--- config.mk ---
export PLATFORM = sky130hd
export DESIGN_NAME = mandelbrot_escape_time
export DESIGN_NICKNAME = d
export VERILOG_FILES = /design/src/mbet_pkg.sv /design/src/mbet_divider.sv /design/src/mbet_datapath.sv /design/src/mbet_ctrl.sv /design/src/mandelbrot_escape_time.sv
export SDC_FILE = /design/constraint.sdc
export NUM_CORES = 2
export LEC_CHECK = 0
export ABC_AREA = 1
export BUFFER_PORTS_ARGS = -buffer_cell sky130_fd_sc_hd__buf_4
export CELL_PAD_IN_SITES_DETAIL_PLACEMENT = 1
export CELL_PAD_IN_SITES_GLOBAL_PLACEMENT = 2
export CORE_MARGIN = 2
export CORE_UTILIZATION = 44
export DETAILED_ROUTE_END_ITERATION = 8
export PLACE_DENSITY = 0.95
export REMOVE_ABC_BUFFERS = 1
export SLEW_MARGIN = 20
export SYNTH_ARGS = -nofsm -noshare
export SYNTH_HDL_FRONTEND = slang
export SYNTH_SLANG_ARGS = --single-unit
export TNS_END_PERCENT = 10
--- constraint.sdc ---
create_clock -name clk -period 20.8 [get_ports clk]
set_input_delay 2.08 -clock clk [delete_from_list [all_inputs] [get_ports clk]]
set_output_delay 2.08 -clock clk [all_outputs]
set_load 0.1 [all_outputs]
--- src/mbet_pkg.sv ---
package mbet_pkg;

    localparam int MAX_ITER_DEF    = 34;
    localparam int COORD_WIDTH_DEF = 12;

    localparam int FRAC_BITS = 28;
    localparam int Q_W       = 32;
    localparam int PROD_W    = 64;
    localparam int UPD_W     = 38;
    localparam int REG_W     = 13;
    localparam int COUNT_W   = 6;
    localparam int CFG_IDX_W = 1;

    localparam logic [Q_W-1:0]    THREE_HALF_Q = 32'h1800_0000;
    localparam logic [Q_W-1:0]    ONE_HALF_Q   = 32'h0800_0000;
    localparam logic [PROD_W-1:0] ESCAPE_Q56   = 64'h0400_0000_0000_0000;
    localparam logic [Q_W-1:0]    Q_MAX        = 32'h7FFF_FFFF;
    localparam logic [Q_W-1:0]    Q_MIN        = 32'h8000_0000;

    localparam logic [REG_W-1:0] WIDTH_RESET  = 13'd800;
    localparam logic [REG_W-1:0] HEIGHT_RESET = 13'd600;

    localparam logic [CFG_IDX_W-1:0] CFG_IMAGE_WIDTH  = 1'b0;
    localparam logic [CFG_IDX_W-1:0] CFG_IMAGE_HEIGHT = 1'b1;

    typedef enum logic [1:0] {
        MUL_RR,
        MUL_II,
        MUL_RI
    } mul_sel_t;

    typedef struct packed {
        logic     load;
        logic     div_step;
        logic     map;
        logic     mul_en;
        mul_sel_t mul_sel;
        logic     z_update;
    } cmd_t;

    typedef struct packed {
        logic escaped;
    } status_t;

    // saturate an update sum to the q4.28 range
    function automatic logic signed [Q_W-1:0] sat_q(input logic signed [UPD_W-1:0] v);
        logic fits;
        fits = (v[UPD_W-1:Q_W-1] == '0) || (v[UPD_W-1:Q_W-1] == '1);
        if (fits)
        begin
            return v[Q_W-1:0];
        end
        else if (v[UPD_W-1])
        begin
            return Q_MIN;
        end
        else
        begin
            return Q_MAX;
        end
    endfunction

endpackage

--- src/mbet_divider.sv ---
module mbet_divider #(
    parameter int DIVIDEND_W = mbet_pkg::COORD_WIDTH_DEF + mbet_pkg::FRAC_BITS
) (
    input  logic                        clk,
    input  logic                        start,
    input  logic                        step,
    input  logic [DIVIDEND_W-1:0]       dividend,
    input  logic [mbet_pkg::REG_W-1:0]  divisor,
    output logic [DIVIDEND_W-1:0]       quotient
);

    logic [mbet_pkg::REG_W-1:0] rem_reg;
    logic [mbet_pkg::REG_W-1:0] rem_next;
    logic [mbet_pkg::REG_W-1:0] div_reg;
    logic [DIVIDEND_W-1:0]      quo_reg;
    logic [DIVIDEND_W-1:0]      quo_next;
    logic [mbet_pkg::REG_W:0]   trial;
    logic [mbet_pkg::REG_W:0]   trial_diff;
    logic                       fits;

    // restoring division, one quotient bit per step
    always_comb
    begin
        trial      = {rem_reg, quo_reg[DIVIDEND_W-1]};
        trial_diff = trial - {1'b0, div_reg};
        fits       = (trial >= {1'b0, div_reg});
        rem_next   = fits ? trial_diff[mbet_pkg::REG_W-1:0] : trial[mbet_pkg::REG_W-1:0];
        quo_next   = {quo_reg[DIVIDEND_W-2:0], fits};
    end

    always_ff @(posedge clk)
    begin
        if (start)
        begin
            rem_reg <= '0;
            quo_reg <= dividend;
            div_reg <= (divisor == '0) ? mbet_pkg::REG_W'(1) : divisor;
        end
        else if (step)
        begin
            rem_reg <= rem_next;
            quo_reg <= quo_next;
        end
    end

    assign quotient = quo_reg;

endmodule

--- src/mbet_datapath.sv ---
module mbet_datapath #(
    parameter int COORD_WIDTH = mbet_pkg::COORD_WIDTH_DEF
) (
    input  logic                       clk,
    input  mbet_pkg::cmd_t             cmd,
    input  logic [COORD_WIDTH-1:0]     pixel_x,
    input  logic [COORD_WIDTH-1:0]     pixel_y,
    input  logic [mbet_pkg::REG_W-1:0] image_width,
    input  logic [mbet_pkg::REG_W-1:0] image_height,
    output mbet_pkg::status_t          status
);

    localparam int DW = COORD_WIDTH + mbet_pkg::FRAC_BITS;

    logic [DW-1:0] quo_x;
    logic [DW-1:0] quo_y;

    logic signed [mbet_pkg::Q_W-1:0]    cr_reg;
    logic signed [mbet_pkg::Q_W-1:0]    ci_reg;
    logic signed [mbet_pkg::Q_W-1:0]    zr_reg;
    logic signed [mbet_pkg::Q_W-1:0]    zi_reg;
    logic        [mbet_pkg::PROD_W-1:0] rr_reg;
    logic        [mbet_pkg::PROD_W-1:0] ii_reg;
    logic signed [mbet_pkg::PROD_W-1:0] ri_reg;
    logic signed [mbet_pkg::PROD_W-1:0] diff_reg;

    logic signed [mbet_pkg::Q_W-1:0]    mul_a;
    logic signed [mbet_pkg::Q_W-1:0]    mul_b;
    logic signed [mbet_pkg::PROD_W-1:0] prod;
    logic        [mbet_pkg::PROD_W-1:0] mag_sum;
    logic signed [mbet_pkg::UPD_W-1:0]  nr;
    logic signed [mbet_pkg::UPD_W-1:0]  ni;

    // q minus offset, clipped at the top of q4.28; q is never negative
    function automatic logic [mbet_pkg::Q_W-1:0] map_sat(
        input logic [DW-1:0]            q,
        input logic [mbet_pkg::Q_W-1:0] off
    );
        logic [DW:0] lim;
        lim = (DW+1)'(33'h0_8000_0000) + (DW+1)'(off);
        if ({1'b0, q} >= lim)
        begin
            return mbet_pkg::Q_MAX;
        end
        else
        begin
            return q[mbet_pkg::Q_W-1:0] - off;
        end
    endfunction

    mbet_divider #(
        .DIVIDEND_W (DW)
    ) u_div_x (
        .clk      (clk),
        .start    (cmd.load),
        .step     (cmd.div_step),
        .dividend ({pixel_x, {mbet_pkg::FRAC_BITS{1'b0}}}),
        .divisor  (image_width),
        .quotient (quo_x)
    );

    mbet_divider #(
        .DIVIDEND_W (DW)
    ) u_div_y (
        .clk      (clk),
        .start    (cmd.load),
        .step     (cmd.div_step),
        .dividend ({pixel_y, {mbet_pkg::FRAC_BITS{1'b0}}}),
        .divisor  (image_height),
        .quotient (quo_y)
    );

    // one shared multiplier
    always_comb
    begin
        case (cmd.mul_sel)
            mbet_pkg::MUL_RR:
            begin
                mul_a = zr_reg;
                mul_b = zr_reg;
            end
            mbet_pkg::MUL_II:
            begin
                mul_a = zi_reg;
                mul_b = zi_reg;
            end
            mbet_pkg::MUL_RI:
            begin
                mul_a = zr_reg;
                mul_b = zi_reg;
            end
            default:
            begin
                mul_a = zr_reg;
                mul_b = zr_reg;
            end
        endcase
    end

    assign prod = mbet_pkg::PROD_W'(mul_a) * mbet_pkg::PROD_W'(mul_b);

    assign mag_sum        = rr_reg + ii_reg;
    assign status.escaped = (mag_sum >= mbet_pkg::ESCAPE_Q56);

    assign nr = mbet_pkg::UPD_W'(diff_reg >>> mbet_pkg::FRAC_BITS) + mbet_pkg::UPD_W'(cr_reg);
    assign ni = mbet_pkg::UPD_W'(ri_reg >>> (mbet_pkg::FRAC_BITS - 1))
              + mbet_pkg::UPD_W'(ci_reg);

    always_ff @(posedge clk)
    begin
        if (cmd.map)
        begin
            cr_reg <= map_sat(quo_x, mbet_pkg::THREE_HALF_Q);
            ci_reg <= map_sat(quo_y, mbet_pkg::ONE_HALF_Q);
            zr_reg <= '0;
            zi_reg <= '0;
        end
        else if (cmd.z_update)
        begin
            zr_reg <= mbet_pkg::sat_q(nr);
            zi_reg <= mbet_pkg::sat_q(ni);
        end
        if (cmd.mul_en)
        begin
            case (cmd.mul_sel)
                mbet_pkg::MUL_RR:
                begin
                    rr_reg <= prod;
                end
                mbet_pkg::MUL_II:
                begin
                    ii_reg <= prod;
                end
                mbet_pkg::MUL_RI:
                begin
                    ri_reg   <= prod;
                    diff_reg <= $signed(rr_reg) - $signed(ii_reg);
                end
                default:
                begin
                    rr_reg <= prod;
                end
            endcase
        end
    end

endmodule

--- src/mbet_ctrl.sv ---
module mbet_ctrl #(
    parameter int MAX_ITER    = mbet_pkg::MAX_ITER_DEF,
    parameter int COORD_WIDTH = mbet_pkg::COORD_WIDTH_DEF
) (
    input  logic                         clk,
    input  logic                         rst_n,
    input  logic                         in_valid,
    output logic                         in_ready,
    output logic                         out_valid,
    input  logic                         out_ready,
    output logic [mbet_pkg::COUNT_W-1:0] escape_count,
    output mbet_pkg::cmd_t               cmd,
    input  mbet_pkg::status_t            status
);

    localparam int DIV_STEPS = COORD_WIDTH + mbet_pkg::FRAC_BITS;
    localparam int CNT_W     = $clog2(DIV_STEPS);
    localparam int ITER_W    = $clog2(MAX_ITER + 1);

    localparam logic [CNT_W-1:0]  DIV_LAST  = CNT_W'(DIV_STEPS - 1);
    localparam logic [ITER_W-1:0] ITER_LAST = ITER_W'(MAX_ITER);

    typedef enum logic [2:0] {
        S_IDLE,
        S_DIV,
        S_MAP,
        S_SQR_R,
        S_SQR_I,
        S_CROSS,
        S_UPDATE,
        S_DONE
    } state_t;

    state_t                        state_reg;
    state_t                        state_next;
    logic [CNT_W-1:0]              div_cnt_reg;
    logic [CNT_W-1:0]              div_cnt_next;
    logic [ITER_W-1:0]             iter_reg;
    logic [ITER_W-1:0]             iter_next;
    logic                          out_valid_reg;
    logic                          out_valid_next;
    logic [mbet_pkg::COUNT_W-1:0]  count_reg;
    logic [mbet_pkg::COUNT_W-1:0]  count_next;
    logic [ITER_W+mbet_pkg::COUNT_W-1:0] iter_ext;

    assign iter_ext = {{mbet_pkg::COUNT_W{1'b0}}, iter_reg};

    always_comb
    begin
        state_next     = state_reg;
        div_cnt_next   = div_cnt_reg;
        iter_next      = iter_reg;
        out_valid_next = out_valid_reg;
        count_next     = count_reg;
        cmd            = '{load: 1'b0, div_step: 1'b0, map: 1'b0, mul_en: 1'b0,
                           mul_sel: mbet_pkg::MUL_RR, z_update: 1'b0};

        if (out_valid_reg && out_ready)
        begin
            out_valid_next = 1'b0;
        end

        case (state_reg)
            S_IDLE:
            begin
                if (in_valid)
                begin
                    cmd.load     = 1'b1;
                    div_cnt_next = '0;
                    state_next   = S_DIV;
                end
            end
            S_DIV:
            begin
                cmd.div_step = 1'b1;
                div_cnt_next = div_cnt_reg + 1'b1;
                if (div_cnt_reg == DIV_LAST)
                begin
                    state_next = S_MAP;
                end
            end
            S_MAP:
            begin
                cmd.map    = 1'b1;
                iter_next  = '0;
                state_next = S_SQR_R;
            end
            S_SQR_R:
            begin
                cmd.mul_en  = 1'b1;
                cmd.mul_sel = mbet_pkg::MUL_RR;
                state_next  = S_SQR_I;
            end
            S_SQR_I:
            begin
                cmd.mul_en  = 1'b1;
                cmd.mul_sel = mbet_pkg::MUL_II;
                state_next  = S_CROSS;
            end
            S_CROSS:
            begin
                cmd.mul_en  = 1'b1;
                cmd.mul_sel = mbet_pkg::MUL_RI;
                if (status.escaped || (iter_reg >= ITER_LAST))
                begin
                    state_next = S_DONE;
                end
                else
                begin
                    state_next = S_UPDATE;
                end
            end
            S_UPDATE:
            begin
                cmd.z_update = 1'b1;
                iter_next    = iter_reg + 1'b1;
                state_next   = S_SQR_R;
            end
            S_DONE:
            begin
                if (!out_valid_reg || out_ready)
                begin
                    out_valid_next = 1'b1;
                    count_next     = (iter_reg < ITER_LAST) ? iter_ext[mbet_pkg::COUNT_W-1:0]
                                                            : '0;
                    state_next     = S_IDLE;
                end
            end
            default:
            begin
                state_next = S_IDLE;
            end
        endcase
    end

    always_ff @(posedge clk or negedge rst_n)
    begin
        if (!rst_n)
        begin
            state_reg     <= S_IDLE;
            div_cnt_reg   <= '0;
            iter_reg      <= '0;
            out_valid_reg <= 1'b0;
            count_reg     <= '0;
        end
        else
        begin
            state_reg     <= state_next;
            div_cnt_reg   <= div_cnt_next;
            iter_reg      <= iter_next;
            out_valid_reg <= out_valid_next;
            count_reg     <= count_next;
        end
    end

    assign in_ready     = (state_reg == S_IDLE);
    assign out_valid    = out_valid_reg;
    assign escape_count = count_reg;

endmodule

--- src/mandelbrot_escape_time.sv ---
// channel  | handshake               | payload
// ---------+-------------------------+---------------------------------
// in       | in_valid / in_ready     | pixel_x, pixel_y
// out      | out_valid / out_ready   | escape_count
// cfg      | cfg_write               | cfg_index, cfg_data
//
// one item at a time: after an accept the block runs a bit-serial divide, maps the
// quotients to c and then repeats the step, at most MAX_ITER z updates in all; the
// shared 32x32 multiplier forms three products per step (zr*zr, zi*zi and zr*zi)
// before the escape test and the z update
// reset sets image_width to 800 and image_height to 600
// a result waits in the output register while the next item is taken
module mandelbrot_escape_time #(
    parameter int MAX_ITER    = mbet_pkg::MAX_ITER_DEF,
    parameter int COORD_WIDTH = mbet_pkg::COORD_WIDTH_DEF
) (
    input  logic                           clk,
    input  logic                           rst_n,
    input  logic                           in_valid,
    output logic                           in_ready,
    input  logic [COORD_WIDTH-1:0]         pixel_x,
    input  logic [COORD_WIDTH-1:0]         pixel_y,
    output logic                           out_valid,
    input  logic                           out_ready,
    output logic [mbet_pkg::COUNT_W-1:0]   escape_count,
    input  logic                           cfg_write,
    input  logic [mbet_pkg::CFG_IDX_W-1:0] cfg_index,
    input  logic [mbet_pkg::REG_W-1:0]     cfg_data
);

    logic [mbet_pkg::REG_W-1:0] width_reg;
    logic [mbet_pkg::REG_W-1:0] height_reg;
    mbet_pkg::cmd_t             cmd;
    mbet_pkg::status_t          status;

    always_ff @(posedge clk or negedge rst_n)
    begin
        if (!rst_n)
        begin
            width_reg  <= mbet_pkg::WIDTH_RESET;
            height_reg <= mbet_pkg::HEIGHT_RESET;
        end
        else if (cfg_write)
        begin
            case (cfg_index)
                mbet_pkg::CFG_IMAGE_WIDTH:
                begin
                    width_reg <= cfg_data;
                end
                mbet_pkg::CFG_IMAGE_HEIGHT:
                begin
                    height_reg <= cfg_data;
                end
                default:
                begin
                    width_reg <= width_reg;
                end
            endcase
        end
    end

    mbet_ctrl #(
        .MAX_ITER    (MAX_ITER),
        .COORD_WIDTH (COORD_WIDTH)
    ) u_ctrl (
        .clk          (clk),
        .rst_n        (rst_n),
        .in_valid     (in_valid),
        .in_ready     (in_ready),
        .out_valid    (out_valid),
        .out_ready    (out_ready),
        .escape_count (escape_count),
        .cmd          (cmd),
        .status       (status)
    );

    mbet_datapath #(
        .COORD_WIDTH (COORD_WIDTH)
    ) u_datapath (
        .clk          (clk),
        .cmd          (cmd),
        .pixel_x      (pixel_x),
        .pixel_y      (pixel_y),
        .image_width  (width_reg),
        .image_height (height_reg),
        .status       (status)
    );

endmodule

==> run summary <==
Number of buffers added to fix hold violations after cts = 0
Unrepaired setup endpoints after global routing = no
Clk sinks = 509
Average wire length per cell after detail routing = 24.9 microns
Max-cap viol count = 0
GRT Residual Overflow = 0
Maximum buffer depth of the clock tree = 3
Routed vias/inst = 5.56
Finished Core Util = 47.5%
Count of mapped cells out of synthesis = 8,521
Post-route fraction of the period consumed by the critical path = 58.8%
Worst slew margin relative to its limit = 20.3%
Clock latency on the worst-skew pair = 0.71 ns
Sequential-to-total area share from yosys stat = 19.9%
Number of unique standard cell types used by synthesis = 56
Detailed Route Iter0 Violations = 4,470
Vias after detailed routing = 58,604
Max Fanout on Critical Path = 45
Clock tree from TritonCTS = yes
I/O Buffers = 50
Final wirelength = 263,000 microns
Global routing usage summed across all routing layers = 33.4%
Drc violations = 0
Type of destination of the critical path = register
Cell area after synthesis = 0.0684 sq mm
Clock transition at the registers of the reported paths = 0.06 ns
Placed wire-length estimate = 213,000 microns
Number of cells upsized or downsized after cts = 0
Path category of the worst min-delay check = register to register
Predominant post-synthesis flop cell = edfxtp_1
Kind of launch point of the worst setup path = register
Detailed-routed wire length on met3 = 19,300 microns
Maximum clock frequency = 81.8 MHz
Top metal layer carrying routed signals = met5
Floorplan die area = 0.159 sq mm
Number of routed nets with antenna violations = 0
Total of flip-flops plus latches after synthesis = 509
Worst setup margin = 8.58 ns
Cell Rows = 144
Actual slew at the worst max-slew pin = 1.19 ns
Router iterations before antenna repair = 5
X dimension of the die = 398 microns
Max H-tree Level = 2
Layout cell share with drive strength beyond 1 = 3.88%
Length of routed wiring on met1 = 109,000 microns
Die Ht = 398 microns
Highest-count cells in the layout ignoring fill and taps = nand2_1, inv_1, fa_1
Setup CP Type = register to register
Clock Skews = 0.0873 ns
Pre-CTS setup slack = 8.82 ns
Proportion of netlist area held by the largest area contributor = 31.8%
Worst EP required = 21.18 ns
Global-route wire length before repair = 397,000 microns
Via count of the first global-routing pass = 64,565
Final net count = 9,996
Worst-case reg-to-reg path depth = 32
Number of failing hold endpoints at the final stage = 0
Number of buffers added by the clock tree synthesis step = 58
P&R area growth vs syn = 7.15%
Buffers inserted during post-CTS setup optimization = 0
Number of enable-type register cells in the synthesized netlist = 315
Initial Util = 44.4%
Clock root buffer = clkbuf_16
Area of the placeable core = 0.154 sq mm
Worst Hold Depth = 2
Cell taking the most area after synthesis = fa_1
Number of top-level design ports = 51
Total negative slack = 0 ns
Delay contributed by the slowest stage of the critical path = 0.81 ns
Synth area leaders = fa_1, edfxtp_1, nand2_1
Met2 routed WL = 120,000 microns
Post-layout min period = 12.22 ns
Routability congestion estimate from global placement = 0.996
Leading cell type in the layout, fill and taps excluded = nand2_1
Outcome = finished, final reports clean
Endpoint arrival time on the critical path = 12.60 ns
Final setup violation count = 0
Number of antenna violations at the first check in global routing = 4
Async set-reset flop share out of synthesis = 9.43%
Master of the slowest instance on the critical path = fa_1
Pins Over Slew Limit = 0
Tightest hold margin = 0.459 ns
Largest net degree at the start of global routing = 113
Syn_area_per_cell = 8.03 sq um
Synth warn = 0
synthesized netlist by cell type (18+ instances only):
cell	number
nand2_1	1850
inv_1	1845
fa_1	1087
nor2_1	999
ha_1	417
a21oi_1	411
o21ai_0	342
edfxtp_1	315
clkbuf_1	251
nand3_1	157
dfxtp_1	146
xor2_1	126
xnor2_1	60
nand4_1	49
o21bai_1	48
a31oi_1	47
o21ai_1	44
nor3_1	43
dfrtp_1	41
a21o_1	24
o211ai_1	19
o21a_1	18
cell families (layout without fill, tap and decap cells):
| logic type | after synthesis | after routing | synth area share, % |
|---|---|---|---|
| other | 0 | 1 | 0 |
| XOR/XNOR | 186 | 186 | 2.38 |
| AO/OA/AOI/OAI | 1031 | 1031 | 8.39 |
| AND/OR/NAND/NOR | 3156 | 3156 | 18.1 |
| flip-flops | 509 | 509 | 19.9 |
| buffers and inverters | 2135 | 2113 | 11.8 |
| adder cells (fa/ha/maj) | 1504 | 1504 | 39.4 |
critical path, delay by kind of cell (launching register included):
family,cells,cell delay [ns]
and+or+nand+nor,8,2.22
buffers and inverters,11,2.91
AOI/OAI and AO/OA,2,0.31
xor gates and xnor gates,1,0.50
DFF,1,0.38
adders and majority gates,10,5.51
through the flow:
stage	cell area [sq um]	cells
2_1_floorplan	67300	8244
3_3_place_gp	71200	10432
3_5_place_dp	71200	10432
4_1_cts	73300	10542
5_1_grt	73300	10543
6_report	73300	10544
layout make-up:
cell class	instances	area, sq um
well taps	2044	2560
clock inverters	38	492
diodes	1	2.50
fillers	18869	80900
multi-input cells	5877	47000
clock buffers	72	1610
inverters	1858	6970
flip-flops and latches	509	13600
repair buffers	145	1100
path summary, 6_finish.rpt:
check / startpoint / end / slack [ns]
worst max-delay path: u_ctrl.state_reg[0] / u_datapath.rr_reg[57] / 8.58
worst min-delay path: u_datapath.u_div_y.quotient[8] / u_datapath.u_div_y.quotient[9] / 0.46
worst max register to register: u_ctrl.state_reg[0] / u_datapath.rr_reg[57] / 8.58
worst min register to register: u_datapath.u_div_y.quotient[8] / u_datapath.u_div_y.quotient[9] / 0.46
max in group asynchronous: rst_n / height_reg[7] / 18.92
min in group asynchronous: rst_n / u_ctrl.div_cnt_reg[0] / 1.43
metal layers:
metal  vias to the layer above  global-route usage, %
li1                      25690                      -
met1                     30018                   44.3
met2                      2262                   53.8
met3                       630                   5.16
met4                         4                   15.3
met5                         -                      0
Power is not shown: default switching activity piles up to over one toggle a cycle in this logic, so the estimate is an artifact.
